--- config.mk ---
export PLATFORM = sky130hd
export DESIGN_NAME = manchester_rf_byte_receiver_top_flat
export DESIGN_NICKNAME = d
export VERILOG_FILES = /design/src/rtl/core/mrx_pkg.sv /design/src/rtl/core/mrx_in_if.sv /design/src/rtl/core/mrx_out_if.sv /design/src/rtl/core/mrx_cfg.sv /design/src/rtl/core/mrx_mem.sv /design/src/rtl/core/mrx_ctrl.sv /design/src/rtl/core/manchester_rf_byte_receiver_top.sv /design/src/flat_wrapper.sv
export SDC_FILE = /design/constraint.sdc
export NUM_CORES = 1
export LEC_CHECK = 0
export ABC_AREA = 1
export CAP_MARGIN = 20
export CORE_MARGIN = 8
export CORE_UTILIZATION = 35
export DETAILED_ROUTE_END_ITERATION = 10
export DONT_BUFFER_PORTS = 1
export GPL_ROUTABILITY_DRIVEN = 0
export GPL_TIMING_DRIVEN = 0
export PLACE_DENSITY_LB_ADDON = 0.25
export RECOVER_POWER = 25
export REMOVE_ABC_BUFFERS = 1
export SETUP_SLACK_MARGIN = 0.4
export SKIP_LAST_GASP = 1
export SLEW_MARGIN = 15
export SYNTH_ARGS = -nofsm -noshare
export SYNTH_HDL_FRONTEND = slang
export SYNTH_HIERARCHICAL = 1
export SYNTH_SLANG_ARGS = --single-unit
--- constraint.sdc ---
create_clock -name clk -period 6.3 [get_ports clk]
set_input_delay 0.63 -clock clk [delete_from_list [all_inputs] [get_ports clk]]
set_output_delay 0.63 -clock clk [all_outputs]
set_load 0.01 [all_outputs]
--- src/rtl/core/mrx_pkg.sv ---
// Shared types, constants and register codes for the Manchester RF byte receiver.
// No dependencies; mrx_cfg, mrx_mem, mrx_ctrl and the top level import it.
`default_nettype none
package mrx_pkg;

  localparam int FIFO_DEPTH_DEF = 16;
  localparam int BYTE_W = 8;
  localparam int APB_AW = 5;
  localparam int APB_DW = 32;
  localparam int PHASE_W = 3;
  localparam int BITCNT_W = 4;

  // phase codes
  localparam logic [PHASE_W-1:0] PH_INIT      = 3'd0;
  localparam logic [PHASE_W-1:0] PH_WAIT_HIGH = 3'd1;
  localparam logic [PHASE_W-1:0] PH_HIGH      = 3'd2;
  localparam logic [PHASE_W-1:0] PH_LOW       = 3'd3;
  localparam logic [PHASE_W-1:0] PH_EDGE      = 3'd4;
  localparam logic [PHASE_W-1:0] PH_BIT       = 3'd5;
  localparam logic [PHASE_W-1:0] PH_RESYNC    = 3'd6;

  // register indexes (byte address / 4)
  localparam logic [2:0] REG_HIGH_MIN = 3'd0;
  localparam logic [2:0] REG_LOW_MIN  = 3'd1;
  localparam logic [2:0] REG_LOW_MAX  = 3'd2;
  localparam logic [2:0] REG_RESYNC   = 3'd3;
  localparam logic [2:0] REG_END_BYTE = 3'd4;

  localparam logic [BYTE_W-1:0] RST_HIGH_MIN = 8'd9;
  localparam logic [BYTE_W-1:0] RST_LOW_MIN  = 8'd13;
  localparam logic [BYTE_W-1:0] RST_LOW_MAX  = 8'd17;
  localparam logic [BYTE_W-1:0] RST_RESYNC   = 8'd8;
  localparam logic [BYTE_W-1:0] RST_END_BYTE = 8'h06;

  localparam logic [BYTE_W-1:0] TICK_MAX = 8'hFF;

  typedef struct packed {
    logic [BYTE_W-1:0] high_min;
    logic [BYTE_W-1:0] low_min;
    logic [BYTE_W-1:0] low_max;
    logic [BYTE_W-1:0] resync;
    logic [BYTE_W-1:0] end_byte;
  } cfg_t;

  // per-request status from the phase machine
  typedef struct packed {
    logic              byte_done;
    logic [BYTE_W-1:0] done_byte;
    logic              frame_end;
    logic              overflow;
    logic              pop_empty;
    logic              pop_ok;
    logic              fwd;
  } step_t;

endpackage
`default_nettype wire

--- src/rtl/core/mrx_in_if.sv ---
// Request channel of the receiver: one line poll per request.
// Depends on nothing.
`default_nettype none
interface mrx_in_if;
  logic valid;
  logic ready;
  logic line_level;
  logic tick;
  logic pop_req;

  modport source(output valid, output line_level, output tick, output pop_req, input ready);
  modport sink(input valid, input line_level, input tick, input pop_req, output ready);
endinterface
`default_nettype wire

--- src/rtl/core/mrx_out_if.sv ---
// Result channel of the receiver.
// Depends on nothing; CNT_W follows from the FIFO depth.
`default_nettype none
interface mrx_out_if #(
  parameter int CNT_W = 5
);
  logic             valid;
  logic             ready;
  logic             byte_done;
  logic [7:0]       done_byte;
  logic             frame_end;
  logic [7:0]       pop_data;
  logic             pop_empty;
  logic             overflow;
  logic [CNT_W-1:0] fill_count;

  modport source(output valid, output byte_done, output done_byte, output frame_end,
                 output pop_data, output pop_empty, output overflow, output fill_count,
                 input ready);
  modport sink(input valid, input byte_done, input done_byte, input frame_end,
               input pop_data, input pop_empty, input overflow, input fill_count,
               output ready);
endinterface
`default_nettype wire

--- src/rtl/core/mrx_cfg.sv ---
// APB-style configuration registers of the receiver.
// Depends on mrx_pkg.
`default_nettype none
module mrx_cfg
  import mrx_pkg::*;
(
  input  wire logic              clk,
  input  wire logic              rst,
  input  wire logic              psel,
  input  wire logic              penable,
  input  wire logic              pwrite,
  input  wire logic [APB_AW-1:0] paddr,
  input  wire logic [APB_DW-1:0] pwdata,
  output logic [APB_DW-1:0]      prdata,
  output logic                   pready,
  output cfg_t                   cfg
);

  logic       wr;
  logic [2:0] idx;

  assign pready = 1'b1;
  assign wr     = psel && penable && pwrite;
  assign idx    = paddr[4:2];

  always_ff @(posedge clk) begin
    if (rst) begin
      cfg.high_min <= RST_HIGH_MIN;
      cfg.low_min  <= RST_LOW_MIN;
      cfg.low_max  <= RST_LOW_MAX;
      cfg.resync   <= RST_RESYNC;
      cfg.end_byte <= RST_END_BYTE;
    end else if (wr) begin
      case (idx)
        REG_HIGH_MIN: cfg.high_min <= pwdata[BYTE_W-1:0];
        REG_LOW_MIN:  cfg.low_min  <= pwdata[BYTE_W-1:0];
        REG_LOW_MAX:  cfg.low_max  <= pwdata[BYTE_W-1:0];
        REG_RESYNC:   cfg.resync   <= pwdata[BYTE_W-1:0];
        REG_END_BYTE: cfg.end_byte <= pwdata[BYTE_W-1:0];
        default: ;
      endcase
    end
  end

  always_comb begin
    prdata = '0;
    case (idx)
      REG_HIGH_MIN: prdata = {{(APB_DW-BYTE_W){1'b0}}, cfg.high_min};
      REG_LOW_MIN:  prdata = {{(APB_DW-BYTE_W){1'b0}}, cfg.low_min};
      REG_LOW_MAX:  prdata = {{(APB_DW-BYTE_W){1'b0}}, cfg.low_max};
      REG_RESYNC:   prdata = {{(APB_DW-BYTE_W){1'b0}}, cfg.resync};
      REG_END_BYTE: prdata = {{(APB_DW-BYTE_W){1'b0}}, cfg.end_byte};
      default:      prdata = '0;
    endcase
  end

endmodule
`default_nettype wire

--- src/rtl/core/mrx_mem.sv ---
// Receive FIFO storage: one write port, one read port, registered read data.
// Depends on mrx_pkg.
`default_nettype none
module mrx_mem
  import mrx_pkg::*;
#(
  parameter int DEPTH = FIFO_DEPTH_DEF,
  parameter int AW    = 4
) (
  input  wire logic              clk,
  input  wire logic              we,
  input  wire logic [AW-1:0]     waddr,
  input  wire logic [BYTE_W-1:0] wdata,
  input  wire logic              re,
  input  wire logic [AW-1:0]     raddr,
  output logic [BYTE_W-1:0]      rdata
);

  logic [BYTE_W-1:0] mem [DEPTH];

  always_ff @(posedge clk) begin
    if (we) begin
      mem[waddr] <= wdata;
    end
  end

  always_ff @(posedge clk) begin
    if (re) begin
      rdata <= mem[raddr];
    end
  end

endmodule
`default_nettype wire

--- src/rtl/core/mrx_ctrl.sv ---
// Start-pulse check, Manchester bit decode and FIFO pointer control.
// Depends on mrx_pkg; drives the ports of mrx_mem.
`default_nettype none
module mrx_ctrl
  import mrx_pkg::*;
#(
  parameter int DEPTH = FIFO_DEPTH_DEF,
  parameter int AW    = 4,
  parameter int CNT_W = 5
) (
  input  wire logic              clk,
  input  wire logic              rst,
  input  wire logic              accept,
  input  wire logic              line_level,
  input  wire logic              tick,
  input  wire logic              pop_req,
  input  wire cfg_t              cfg,
  output step_t                  step,
  output logic [CNT_W-1:0]       fill_next,
  output logic                   mem_we,
  output logic [AW-1:0]          mem_waddr,
  output logic [BYTE_W-1:0]      mem_wdata,
  output logic                   mem_re,
  output logic [AW-1:0]          mem_raddr
);

  logic [PHASE_W-1:0]  phase, phase_next;
  logic [BYTE_W-1:0]   elapsed, elapsed_next, et_inc;
  logic [BYTE_W-1:0]   shift_byte, shift_byte_next;
  logic [BITCNT_W-1:0] bit_count, bit_count_next;
  logic                prev_level, prev_level_next;
  logic [AW-1:0]       wr_ptr, wr_ptr_next, rd_ptr, rd_ptr_next;
  logic [CNT_W-1:0]    count, count_next, count_pushed;
  logic                push;

  always_comb begin
    et_inc = (tick && elapsed != TICK_MAX) ? elapsed + 8'd1 : elapsed;
    phase_next      = phase;
    elapsed_next    = et_inc;
    shift_byte_next = shift_byte;
    bit_count_next  = bit_count;
    prev_level_next = prev_level;
    step            = '0;
    push            = 1'b0;

    case (phase)
      PH_WAIT_HIGH: begin
        if (line_level) begin
          elapsed_next = '0;
          phase_next   = PH_HIGH;
        end
      end
      PH_HIGH: begin
        if (!line_level) begin
          prev_level_next = 1'b0;
          if (et_inc >= cfg.high_min) begin
            elapsed_next = '0;
            phase_next   = PH_LOW;
          end else begin
            phase_next = PH_INIT;
          end
        end
      end
      PH_LOW: begin
        if (line_level) begin
          if (et_inc >= cfg.low_min && et_inc <= cfg.low_max) begin
            elapsed_next = '0;
            phase_next   = PH_EDGE;
          end else begin
            phase_next = PH_INIT;
          end
        end
      end
      PH_EDGE: begin
        if (prev_level != line_level) begin
          elapsed_next    = '0;
          shift_byte_next = {line_level, shift_byte[BYTE_W-1:1]};
          bit_count_next  = bit_count + 4'd1;
          phase_next      = PH_BIT;
        end
      end
      PH_BIT: begin
        phase_next = PH_RESYNC;
        if (bit_count[3]) begin
          bit_count_next  = '0;
          step.byte_done  = 1'b1;
          step.done_byte  = shift_byte;
          step.frame_end  = (shift_byte == cfg.end_byte);
          if (count != CNT_W'(DEPTH)) begin
            push = 1'b1;
          end else begin
            step.overflow = 1'b1;
          end
          if (shift_byte == cfg.end_byte) begin
            phase_next = PH_INIT;
          end
        end
      end
      PH_RESYNC: begin
        if (et_inc >= cfg.resync) begin
          elapsed_next    = '0;
          prev_level_next = line_level;
          phase_next      = PH_EDGE;
        end
      end
      default: begin
        bit_count_next  = '0;
        shift_byte_next = '0;
        phase_next      = PH_WAIT_HIGH;
      end
    endcase

    count_pushed   = count + CNT_W'(push);
    step.pop_ok    = pop_req && (count_pushed != '0);
    step.pop_empty = pop_req && (count_pushed == '0);
    // entry pushed and popped in the same request: read port sees stale data
    step.fwd       = push && step.pop_ok && (count == '0);
    count_next     = count_pushed - CNT_W'(step.pop_ok);
    wr_ptr_next    = push ? ((wr_ptr == AW'(DEPTH - 1)) ? '0 : wr_ptr + AW'(1)) : wr_ptr;
    rd_ptr_next    = step.pop_ok ?
                     ((rd_ptr == AW'(DEPTH - 1)) ? '0 : rd_ptr + AW'(1)) : rd_ptr;
  end

  assign fill_next = count_next;
  assign mem_we    = accept && push;
  assign mem_waddr = wr_ptr;
  assign mem_wdata = shift_byte;
  assign mem_re    = accept && step.pop_ok;
  assign mem_raddr = rd_ptr;

  always_ff @(posedge clk) begin
    if (rst) begin
      phase      <= PH_INIT;
      elapsed    <= '0;
      shift_byte <= '0;
      bit_count  <= '0;
      prev_level <= 1'b0;
      wr_ptr     <= '0;
      rd_ptr     <= '0;
      count      <= '0;
    end else if (accept) begin
      phase      <= phase_next;
      elapsed    <= elapsed_next;
      shift_byte <= shift_byte_next;
      bit_count  <= bit_count_next;
      prev_level <= prev_level_next;
      wr_ptr     <= wr_ptr_next;
      rd_ptr     <= rd_ptr_next;
      count      <= count_next;
    end
  end

  a_count_range: assert property (@(posedge clk) disable iff (rst)
    count <= CNT_W'(DEPTH))
    else $error("fifo count above depth");

  a_empty_ptrs: assert property (@(posedge clk) disable iff (rst)
    count == '0 |-> wr_ptr == rd_ptr)
    else $error("empty fifo with unequal pointers");

  a_ovf_full: assert property (@(posedge clk) disable iff (rst)
    accept && step.overflow |=> count == CNT_W'(DEPTH) || $past(pop_req))
    else $error("overflow flagged on a fifo that was not full");

  a_no_write_full: assert property (@(posedge clk) disable iff (rst)
    mem_we |-> count != CNT_W'(DEPTH))
    else $error("write into a full fifo");

endmodule
`default_nettype wire

--- src/rtl/core/manchester_rf_byte_receiver_top.sv ---
// Top level of the Manchester RF byte receiver: config port, phase machine,
// FIFO memory and result registers. Depends on mrx_pkg, mrx_in_if, mrx_out_if,
// mrx_cfg, mrx_ctrl and mrx_mem.
//
// Usage: each request on rx is one poll of the RF line (line_level), a tick
// flag and a pop request. Each request gives exactly one result on res:
// byte_done/done_byte/frame_end for a byte completed by this poll, pop_data
// and pop_empty for the pop, overflow if the byte was dropped on a full FIFO,
// and fill_count after the step.
// Throughput: one request per cycle while res is not stalled. The state update
// and FIFO read happen at the accepting edge into the middle stage; the result
// register is loaded from there when that stage advances. A byte pushed and
// popped in the same request is forwarded past the FIFO read port.
// Reset (rst, synchronous) returns the registers to their defaults, empties
// the FIFO and puts the receiver in its idle state.
// When res is stalled, one more request is taken into the middle stage; rx
// then holds ready low until res drains.
// The user writes registers over APB only while no request is in flight; the block does not enforce it.
`default_nettype none
module manchester_rf_byte_receiver_top
  import mrx_pkg::*;
#(
  parameter int FIFO_DEPTH = FIFO_DEPTH_DEF,
  parameter int AW         = (FIFO_DEPTH > 1) ? $clog2(FIFO_DEPTH) : 1,
  parameter int CNT_W      = $clog2(FIFO_DEPTH + 1)
) (
  input  wire logic              clk,
  input  wire logic              rst,
  mrx_in_if.sink                 rx,
  mrx_out_if.source              res,
  input  wire logic              psel,
  input  wire logic              penable,
  input  wire logic              pwrite,
  input  wire logic [APB_AW-1:0] paddr,
  input  wire logic [APB_DW-1:0] pwdata,
  output logic [APB_DW-1:0]      prdata,
  output logic                   pready
);

  cfg_t              cfg;
  step_t             step, a_step;
  logic [CNT_W-1:0]  fill_next, a_fill;
  logic              accept, a_valid, adv;
  logic              mem_we, mem_re;
  logic [AW-1:0]     mem_waddr, mem_raddr;
  logic [BYTE_W-1:0] mem_wdata, mem_rdata;

  mrx_cfg u_cfg (
    .clk, .rst, .psel, .penable, .pwrite, .paddr, .pwdata, .prdata, .pready, .cfg
  );

  mrx_ctrl #(.DEPTH(FIFO_DEPTH), .AW(AW), .CNT_W(CNT_W)) u_ctrl (
    .clk, .rst, .accept,
    .line_level (rx.line_level),
    .tick       (rx.tick),
    .pop_req    (rx.pop_req),
    .cfg, .step, .fill_next,
    .mem_we, .mem_waddr, .mem_wdata, .mem_re, .mem_raddr
  );

  mrx_mem #(.DEPTH(FIFO_DEPTH), .AW(AW)) u_mem (
    .clk,
    .we    (mem_we),
    .waddr (mem_waddr),
    .wdata (mem_wdata),
    .re    (mem_re),
    .raddr (mem_raddr),
    .rdata (mem_rdata)
  );

  assign adv      = a_valid && (!res.valid || res.ready);
  assign rx.ready = !a_valid || adv;
  assign accept   = rx.valid && rx.ready;

  always_ff @(posedge clk) begin
    if (rst) begin
      a_valid <= 1'b0;
    end else begin
      a_valid <= accept || (a_valid && !adv);
    end
  end

  always_ff @(posedge clk) begin
    if (accept) begin
      a_step <= step;
      a_fill <= fill_next;
    end
  end

  always_ff @(posedge clk) begin
    if (rst) begin
      res.valid <= 1'b0;
    end else begin
      res.valid <= adv || (res.valid && !res.ready);
    end
  end

  always_ff @(posedge clk) begin
    if (adv) begin
      res.byte_done  <= a_step.byte_done;
      res.done_byte  <= a_step.done_byte;
      res.frame_end  <= a_step.frame_end;
      res.overflow   <= a_step.overflow;
      res.pop_empty  <= a_step.pop_empty;
      res.fill_count <= a_fill;
      res.pop_data   <= a_step.fwd ? a_step.done_byte :
                        (a_step.pop_ok ? mem_rdata : '0);
    end
  end

  a_fwd_needs_push: assert property (@(posedge clk) disable iff (rst)
    a_valid && a_step.fwd |-> a_step.byte_done && !a_step.overflow && a_step.pop_ok)
    else $error("forward without a push and pop");

  a_pop_flags: assert property (@(posedge clk) disable iff (rst)
    a_valid |-> !(a_step.pop_ok && a_step.pop_empty))
    else $error("pop both served and empty");

  a_no_accept_full: assert property (@(posedge clk) disable iff (rst)
    a_valid && res.valid && !res.ready |-> !rx.ready)
    else $error("request taken with both stages full");

endmodule
`default_nettype wire
--- src/flat_wrapper.sv ---
// flat-port wrapper written by rule: the top's interface ports become plain ports
module manchester_rf_byte_receiver_top_flat import mrx_pkg::*;
#(
  parameter int FIFO_DEPTH = FIFO_DEPTH_DEF,
  parameter int AW         = (FIFO_DEPTH > 1) ? $clog2(FIFO_DEPTH) : 1,
  parameter int CNT_W      = $clog2(FIFO_DEPTH + 1)
)
  (clk, rst, psel, penable, pwrite, paddr, pwdata, prdata, pready, rx_valid, rx_line_level, rx_tick, rx_pop_req, rx_ready, res_valid, res_byte_done, res_done_byte, res_frame_end, res_pop_data, res_pop_empty, res_overflow, res_fill_count, res_ready);
  mrx_in_if rx_i ();
  mrx_out_if #(.CNT_W(CNT_W)) res_i ();
  input  wire logic clk;
  input  wire logic rst;
  input  wire logic psel;
  input  wire logic penable;
  input  wire logic pwrite;
  input  wire logic [APB_AW-1:0] paddr;
  input  wire logic [APB_DW-1:0] pwdata;
  output logic [APB_DW-1:0] prdata;
  output logic pready;
  input wire logic [$bits(rx_i.valid)-1:0] rx_valid;
  input wire logic [$bits(rx_i.line_level)-1:0] rx_line_level;
  input wire logic [$bits(rx_i.tick)-1:0] rx_tick;
  input wire logic [$bits(rx_i.pop_req)-1:0] rx_pop_req;
  output wire logic [$bits(rx_i.ready)-1:0] rx_ready;
  output wire logic [$bits(res_i.valid)-1:0] res_valid;
  output wire logic [$bits(res_i.byte_done)-1:0] res_byte_done;
  output wire logic [$bits(res_i.done_byte)-1:0] res_done_byte;
  output wire logic [$bits(res_i.frame_end)-1:0] res_frame_end;
  output wire logic [$bits(res_i.pop_data)-1:0] res_pop_data;
  output wire logic [$bits(res_i.pop_empty)-1:0] res_pop_empty;
  output wire logic [$bits(res_i.overflow)-1:0] res_overflow;
  output wire logic [$bits(res_i.fill_count)-1:0] res_fill_count;
  input wire logic [$bits(res_i.ready)-1:0] res_ready;
  assign rx_i.valid = rx_valid;
  assign rx_i.line_level = rx_line_level;
  assign rx_i.tick = rx_tick;
  assign rx_i.pop_req = rx_pop_req;
  assign rx_ready = rx_i.ready;
  assign res_valid = res_i.valid;
  assign res_byte_done = res_i.byte_done;
  assign res_done_byte = res_i.done_byte;
  assign res_frame_end = res_i.frame_end;
  assign res_pop_data = res_i.pop_data;
  assign res_pop_empty = res_i.pop_empty;
  assign res_overflow = res_i.overflow;
  assign res_fill_count = res_i.fill_count;
  assign res_i.ready = res_ready;
  manchester_rf_byte_receiver_top #(.FIFO_DEPTH(FIFO_DEPTH), .AW(AW), .CNT_W(CNT_W)) u_core (.clk(clk), .rst(rst), .rx(rx_i), .res(res_i), .psel(psel), .penable(penable), .pwrite(pwrite), .paddr(paddr), .pwdata(pwdata), .prdata(prdata), .pready(pready));
endmodule
==> impl_metrics.ini, run 1 <==
[final_layout]
ff_latch_area_um2 = 6990
num-fill-cells = 3637
final_cells = 1955
multi_input_area_um2 = 4580
layout_common_cells = nand2_1, inv_1, edfxtp_1
n_antenna_cell = 0
area_growth_pct = 9.55
mostFrequentLayoutCell = nand2_1
utilization_pct = 38.7
final_nets = 1551
drive_gt1_share_pct = 6.52

[power]
p_leak_nw = 6.02
total_power_mw = 3.96
ir_drop_uv = 168
power_density_nw_per_um2 = 281

[routing]
wl_um = 30200
firstDrtPassIters = 9
drc_errors = 0
avgRoutedWirePerCell_um = 15.5
drt_iter0_drc = 659
vias = 9320
ant_nets = 0
vias_per_cell = 4.77

[die]
start_util_pct = 35.3
die_area_um2 = 43200
die_height_um = 208
core_um2 = 36400
num_rows = 70
ioPinCount = 107
die_w_um = 208

[min_path]
hold_path.class = in -> reg

[logic_synthesis]
synth_seq_cells = 259
synth_area_per_cell_um2 = 8.71
synth_warnings = 6
syn_area_um2 = 12900
ys.flop_type = edfxtp_1
async_flop_share_pct = 0
synth_edf_count = 180
synthCells = 1478
synth_seq_area_share_pct = 54.3
synth_cell_types = 43

[sta]
fmax_mhz = 301
rsz0062_at_grt = false
finalSetupTns_ns = 0
tightestPinTransition_ns = 0.950
finalClockSkew_ns = 0.0209
fin_crit_sh_pct = 52.7
finalWorstSetupSlack_ns = 2.98
final-hold-violation-count = 0
final.min_clock_period_ns = 3.32
final-setup-viol-count = 0
drv_slew = 0
relSlewSlack_pct = 36.5

[cts]
postCtsSetupBuffers = 0
cts_tree = yes
cts.sinks = 259
hold_buffers = 0
htree_levels = 1
clkTransAtPathRegs_ns = 0.06
clockBufferDepth = 3
cts_buffers = 29
root_buffer = clkbuf_16
cts_resized = 0
clk_latency_ns = 0.55

[setup_path]
cp_max_fo = 6
start_kind = flip-flop
cp.required_ns = 6.60
worstPathArrival_ns = 3.62
crit_type = reg -> reg
endpoint_kind = flip-flop

[placed_design]
dp_worst_setup_slack_ns = 2.74
dp.cells = 1901
hpwlAfterDp_um = 20500
portBuffers = 0

[flow_run]
maxCapViolations = 0

[grt]
first_global_vias = 8825
grt_overflow = 0
grt_usage_pct = 13.7
grt_max_degree = 42
antenna_found_initial = 0
grt_pass1_wl_um = 48400

[run_status]
outcome = complete, no violations
-- registers in the layout (all words and copies together) (netlist names), 8 cells and up --
register,count
u_core/u_ctrl/elapsed,8
u_core/u_mem/rdata,8
u_core/a_step,14
u_core/res.done_byte,8
u_core/u_mem/mem,128
u_core/res.pop_data,8
u_core/u_ctrl/mem_wdata,8
u_core/u_cfg/cfg,40
-- through the flow --
stage	cell area (um^2)	hold WS [ns]
2_1_floorplan	12500	0.400
4_1_cts	14100	0.0982
6_report	14100	0.140
3_5_place_dp	13200	0.407
5_1_grt	14100	0.108
3_3_place_gp	13100	0.404
-- path summary, 6_finish.rpt --
kind                                        startpoint  cells past startpoint  slack, ns                        to
worst max-delay path            u_core/u_ctrl/phase[1]                     18       2.98          u_core/a_fill[4]
worst min-delay path                               rst                      1       0.14            u_core/a_valid
worst max register to register  u_core/u_ctrl/phase[1]                     18       2.98          u_core/a_fill[4]
worst min register to register        u_core/a_fill[3]                      0       0.42  u_core/res.fill_count[3]
-- logic make-up (layout without fill, tap and decap cells) --
family,Yosys count,after routing,synth area share [%]
adders and majority gates,40,40,3.89
DFF,259,259,54.3
AOI/OAI and AO/OA,90,90,4.11
and+or+nand+nor,767,767,26.0
xor gates and xnor gates,15,15,1.02
buffers and inverters,305,291,10.7
other,2,25,0.0583
-- area by class of cell --
class	instances	share of cell area [%]
clock buffers	36	5.40
well taps	468	4.15
multi-input cells	937	32.5
repair buffers	5	0.816
clock inverters	18	1.41
flip-flops and latches	259	49.6
inverters	232	6.20
-- worst max-delay path: stages, from the launching register on --
cell	delay, ns
dfxtp_1	0.38
nor2_1	0.19
nand2_2	0.13
nor2_1	0.35
nand2_2	0.15
inv_1	0.08
ha_1	0.17
ha_1	0.20
or2_1	0.13
nand2_1	0.08
nor2_1	0.14
nand4_1	0.17
nand2_1	0.12
inv_1	0.06
ha_1	0.20
ha_1	0.21
nand2_1	0.08
xor2_1	0.19
inv_1	0.05
-- cells in the mapped netlist (8+ instances only) --
cell,count,share of area [%]
nand2_1,397,12
inv_1,219,6.4
edfxtp_1,180,42
nand3_1,177,6.9
nor2_1,129,3.8
dfxtp_1,79,12
a21oi_1,52,2.0
ha_1,40,3.9
buf_4,30,1.7
buf_2,21,0.82
o21ai_0,21,0.82
nand4_1,18,0.87
buf_6,11,0.96
inv_2,10,0.29
xor2_1,10,0.68
a211oi_2,8,0.78
nor3_1,8,0.31
-- metal layers --
layer	vias to the layer above	wire (um)	GRT usage, %	share of wire, %
met5	-	0	0	0
met4	0	689	3.89	2.3
met3	40	1720	2.32	5.7
met2	225	14100	22.7	47
met1	4358	13700	18.3	45
li1	4697	-	-	-
-- power by group --
part | switching (mW) | internal, mW
Combinational | 0.210 | 0.103
Sequential | 0.0661 | 1.88
Clock | 0.686 | 1.02
Total | 0.963 | 3.00
Power figures use the tool's default switching activity.
==> inputs of run 2 (changes only) <==
clock period = 2.8 ns   (was 6.3 ns; I/O delays follow)
==> run 2 against run 1 <==
Combinational power grew to 3.1 times the previous value. Cell count is 3.5% higher. Highest routed layer unchanged. Total power is 130% higher. Clock skew is 0.0019 ns higher. Sequential cell count stayed put. Sequential share of layout area is 4.1 points lower. Fmax is 22% higher. Design area is 9.3% higher. Wire length is 6.5% higher. Largest cell class unchanged. Non-clock buffer count is 67 higher. Critical path type unchanged.
==> impl_metrics.ini, run 2 (synthesis results as in run 1) <==
[min_path]
hold_depth = 4
hold_end = u_core/u_cfg/cfg[9]
hp-start = pwdata[1]
hold_path.class = in -> reg

[setup_path]
crit_path_frequent_cell = nand2_2
crit_path_max_incr_delay_ns = 0.36
r2r_slack_ns = 0.08
reg2reg_from = u_core/u_ctrl/elapsed[0]
r2r-end = u_core/u_ctrl/elapsed[6]
worstPathArrival_ns = 3.21
cpMaxStageDelayCell = dfxtp_4
r2r_cells = 23
crit_type = reg -> reg
cp_max_fo = 8
endpoint_kind = flip-flop
cp.required_ns = 3.29
start_kind = flip-flop
path_cells = ha_4 > nand2_4 > inv_4 > nand3_4 > nor2_4 > buf_6 > a21oi_4 > o21ai_1 > nand2_1 > inv_4 > ha_4 > nand2_2 > inv_2 > nand2_2 > nand2_1 > nand2_1 > nand2_1 > nand2_2 > nand3_2 > nand2_2 > nand2_4 > nand2_2 > a21oi_2

[routing]
vias = 9787
avgRoutedWirePerCell_um = 15.9
firstDrtPassIters = 5
wl_um = 32200
vias_per_cell = 4.84
drc_errors = 0
ant_nets = 0
drt_iter0_drc = 624

[placed_design]
hpwlAfterDp_um = 20500
portBuffers = 0
dp_worst_setup_slack_ns = -0.480

[sta]
drv_slew = 0
final-hold-violation-count = 0
fmax_mhz = 368
rsz0062_at_grt = true
final.min_clock_period_ns = 2.72
finalClockSkew_ns = 0.0227
final-setup-viol-count = 0
tightestPinTransition_ns = 0.965
relSlewSlack_pct = 35.5
finalWorstSetupSlack_ns = 0.0835
fin_crit_sh_pct = 97.0

[flow_run]
maxCapViolations = 0

[final_layout]
n_antenna_cell = 0
final_nets = 1619
num-fill-cells = 3497
area_growth_pct = 19.8
utilization_pct = 42.3
drive_gt1_share_pct = 16.9
regMostFlops = u_core/u_mem/mem
mostFrequentLayoutCell = nand2_1
largest_reg_flops = 128
layout_common_cells = nand2_1, inv_1, edfxtp_1
largestRegisters = u_core/u_mem/mem (128), u_core/u_cfg/cfg (40), u_core/a_step (14)

[cts]
root_buffer = clkbuf_16
cts_buffers = 29
cts.sinks = 259
clkTransAtPathRegs_ns = 0.07
htree_levels = 1
cts_tree = yes
clk_latency_ns = 0.55
clockBufferDepth = 3

[die]
ioPinCount = 107
die_height_um = 208
start_util_pct = 35.3
num_rows = 70
die_area_um2 = 43200
core_um2 = 36400
die_w_um = 208

[grt]
grt_max_degree = 42
first_global_vias = 9278
antenna_found_initial = 0
grt_pass1_wl_um = 50900
grt_overflow = 0
grt_usage_pct = 14.4

[power]
ir_drop_uv = 378
p_leak_nw = 6.41
power_density_nw_per_um2 = 596

[run_status]
outcome = complete, no violations
run 2: changes by cell type in the layout (fill, tap and decap cells not counted), moves of 7 or more:
cell,change
inv_1,-13
nand2_1,-31
dlygate4sd3_1,+17
buf_12,+7
ha_4,+15
a21oi_2,+11
buf_4,+38
nand2_2,+25
nor2_4,+15
o21ai_0,-7
a21oi_1,-13
ha_1,-15
nor2_1,-19
nand3_1,-8
run 2: worst max-delay path by stage:
stage                                    start                  endpoint  slack [ns]  cells after the start
floorplan           u_core/u_ctrl/mem_raddr[0]     u_core/u_mem/rdata[2]       -0.02                      7
CTS                     u_core/u_ctrl/count[1]          u_core/a_fill[4]        0.15                     17
global route          u_core/u_ctrl/elapsed[0]  u_core/u_ctrl/elapsed[6]       -0.10                     23
finish                u_core/u_ctrl/elapsed[0]  u_core/u_ctrl/elapsed[6]        0.08                     23
global placement    u_core/u_ctrl/mem_raddr[0]     u_core/u_mem/rdata[2]       -1.89                      7
detailed placement            u_core/res.valid    u_core/u_mem/mem[4][0]       -0.48                      7
run 2: area by class of cell:
type / instances / area (um^2) / share of cell area (%)
Clock buffer: 36 / 762 / 4.94
Clock inverter: 18 / 199 / 1.29
Inverter: 232 / 898 / 5.82
Multi-Input combinational cell: 937 / 5200 / 33.7
Sequential cell: 259 / 7010 / 45.4
Tap cell: 468 / 586 / 3.80
Timing Repair Buffer: 72 / 767 / 4.97
Timing Repair inverter: 1 / 7.51 / 0.0487
run 2: repair_timing:
item                                    CTS  global route
hold buffers                             17             1
setup buffers                            40             9
pin swaps                                37            49
gates cloned                              1             0
resized for setup                       108            63
endpoints found under the setup margin  164            40
endpoints found under the hold margin    57             1
run 2: power breakdown:
part           total, mW  internal, mW  switching [mW]
clock network       3.86          2.30            1.56
registers           4.38          4.22           0.155
logic              0.960         0.376           0.584
total               9.19          6.90            2.30
run 2: worst max-delay path, delay by kind of cell, from the launching register on:
| kind | cells | cell delay [ns] |
|---|---|---|
| AOI/OAI and AO/OA | 3 | 0.47 |
| adders and majority gates | 2 | 0.43 |
| buffers and inverters | 4 | 0.29 |
| DFF | 1 | 0.36 |
| and+or+nand+nor | 14 | 1.08 |
run 2: layer usage:
metal  track usage (%)  up-vias  wire [um]
met5                 0        -          0
met4              3.99        0        682
met3              2.25       40       1740
met2              24.4      267      15500
met1              18.8     4644      14300
li1                  -     4836          -
run 2: through the flow:
stage / instances / total power [mW] / instance area, um^2 / hold slack (ns) / setup TNS [ns]
3_5_place_dp: 1901 / 5.17 / 13200 / 0.347 / -53.76
3_3_place_gp: 1896 / 5.13 / 13100 / 0.347 / -153.41
5_1_grt: 2023 / 9.58 / 15400 / 0.0295 / -0.803
6_report: 2023 / 9.19 / 15400 / 0.0485 / 0
4_1_cts: 2013 / 9.21 / 15100 / -0.0586 / 0
2_1_floorplan: 1428 / 4.91 / 12500 / 0.342 / -0.0871
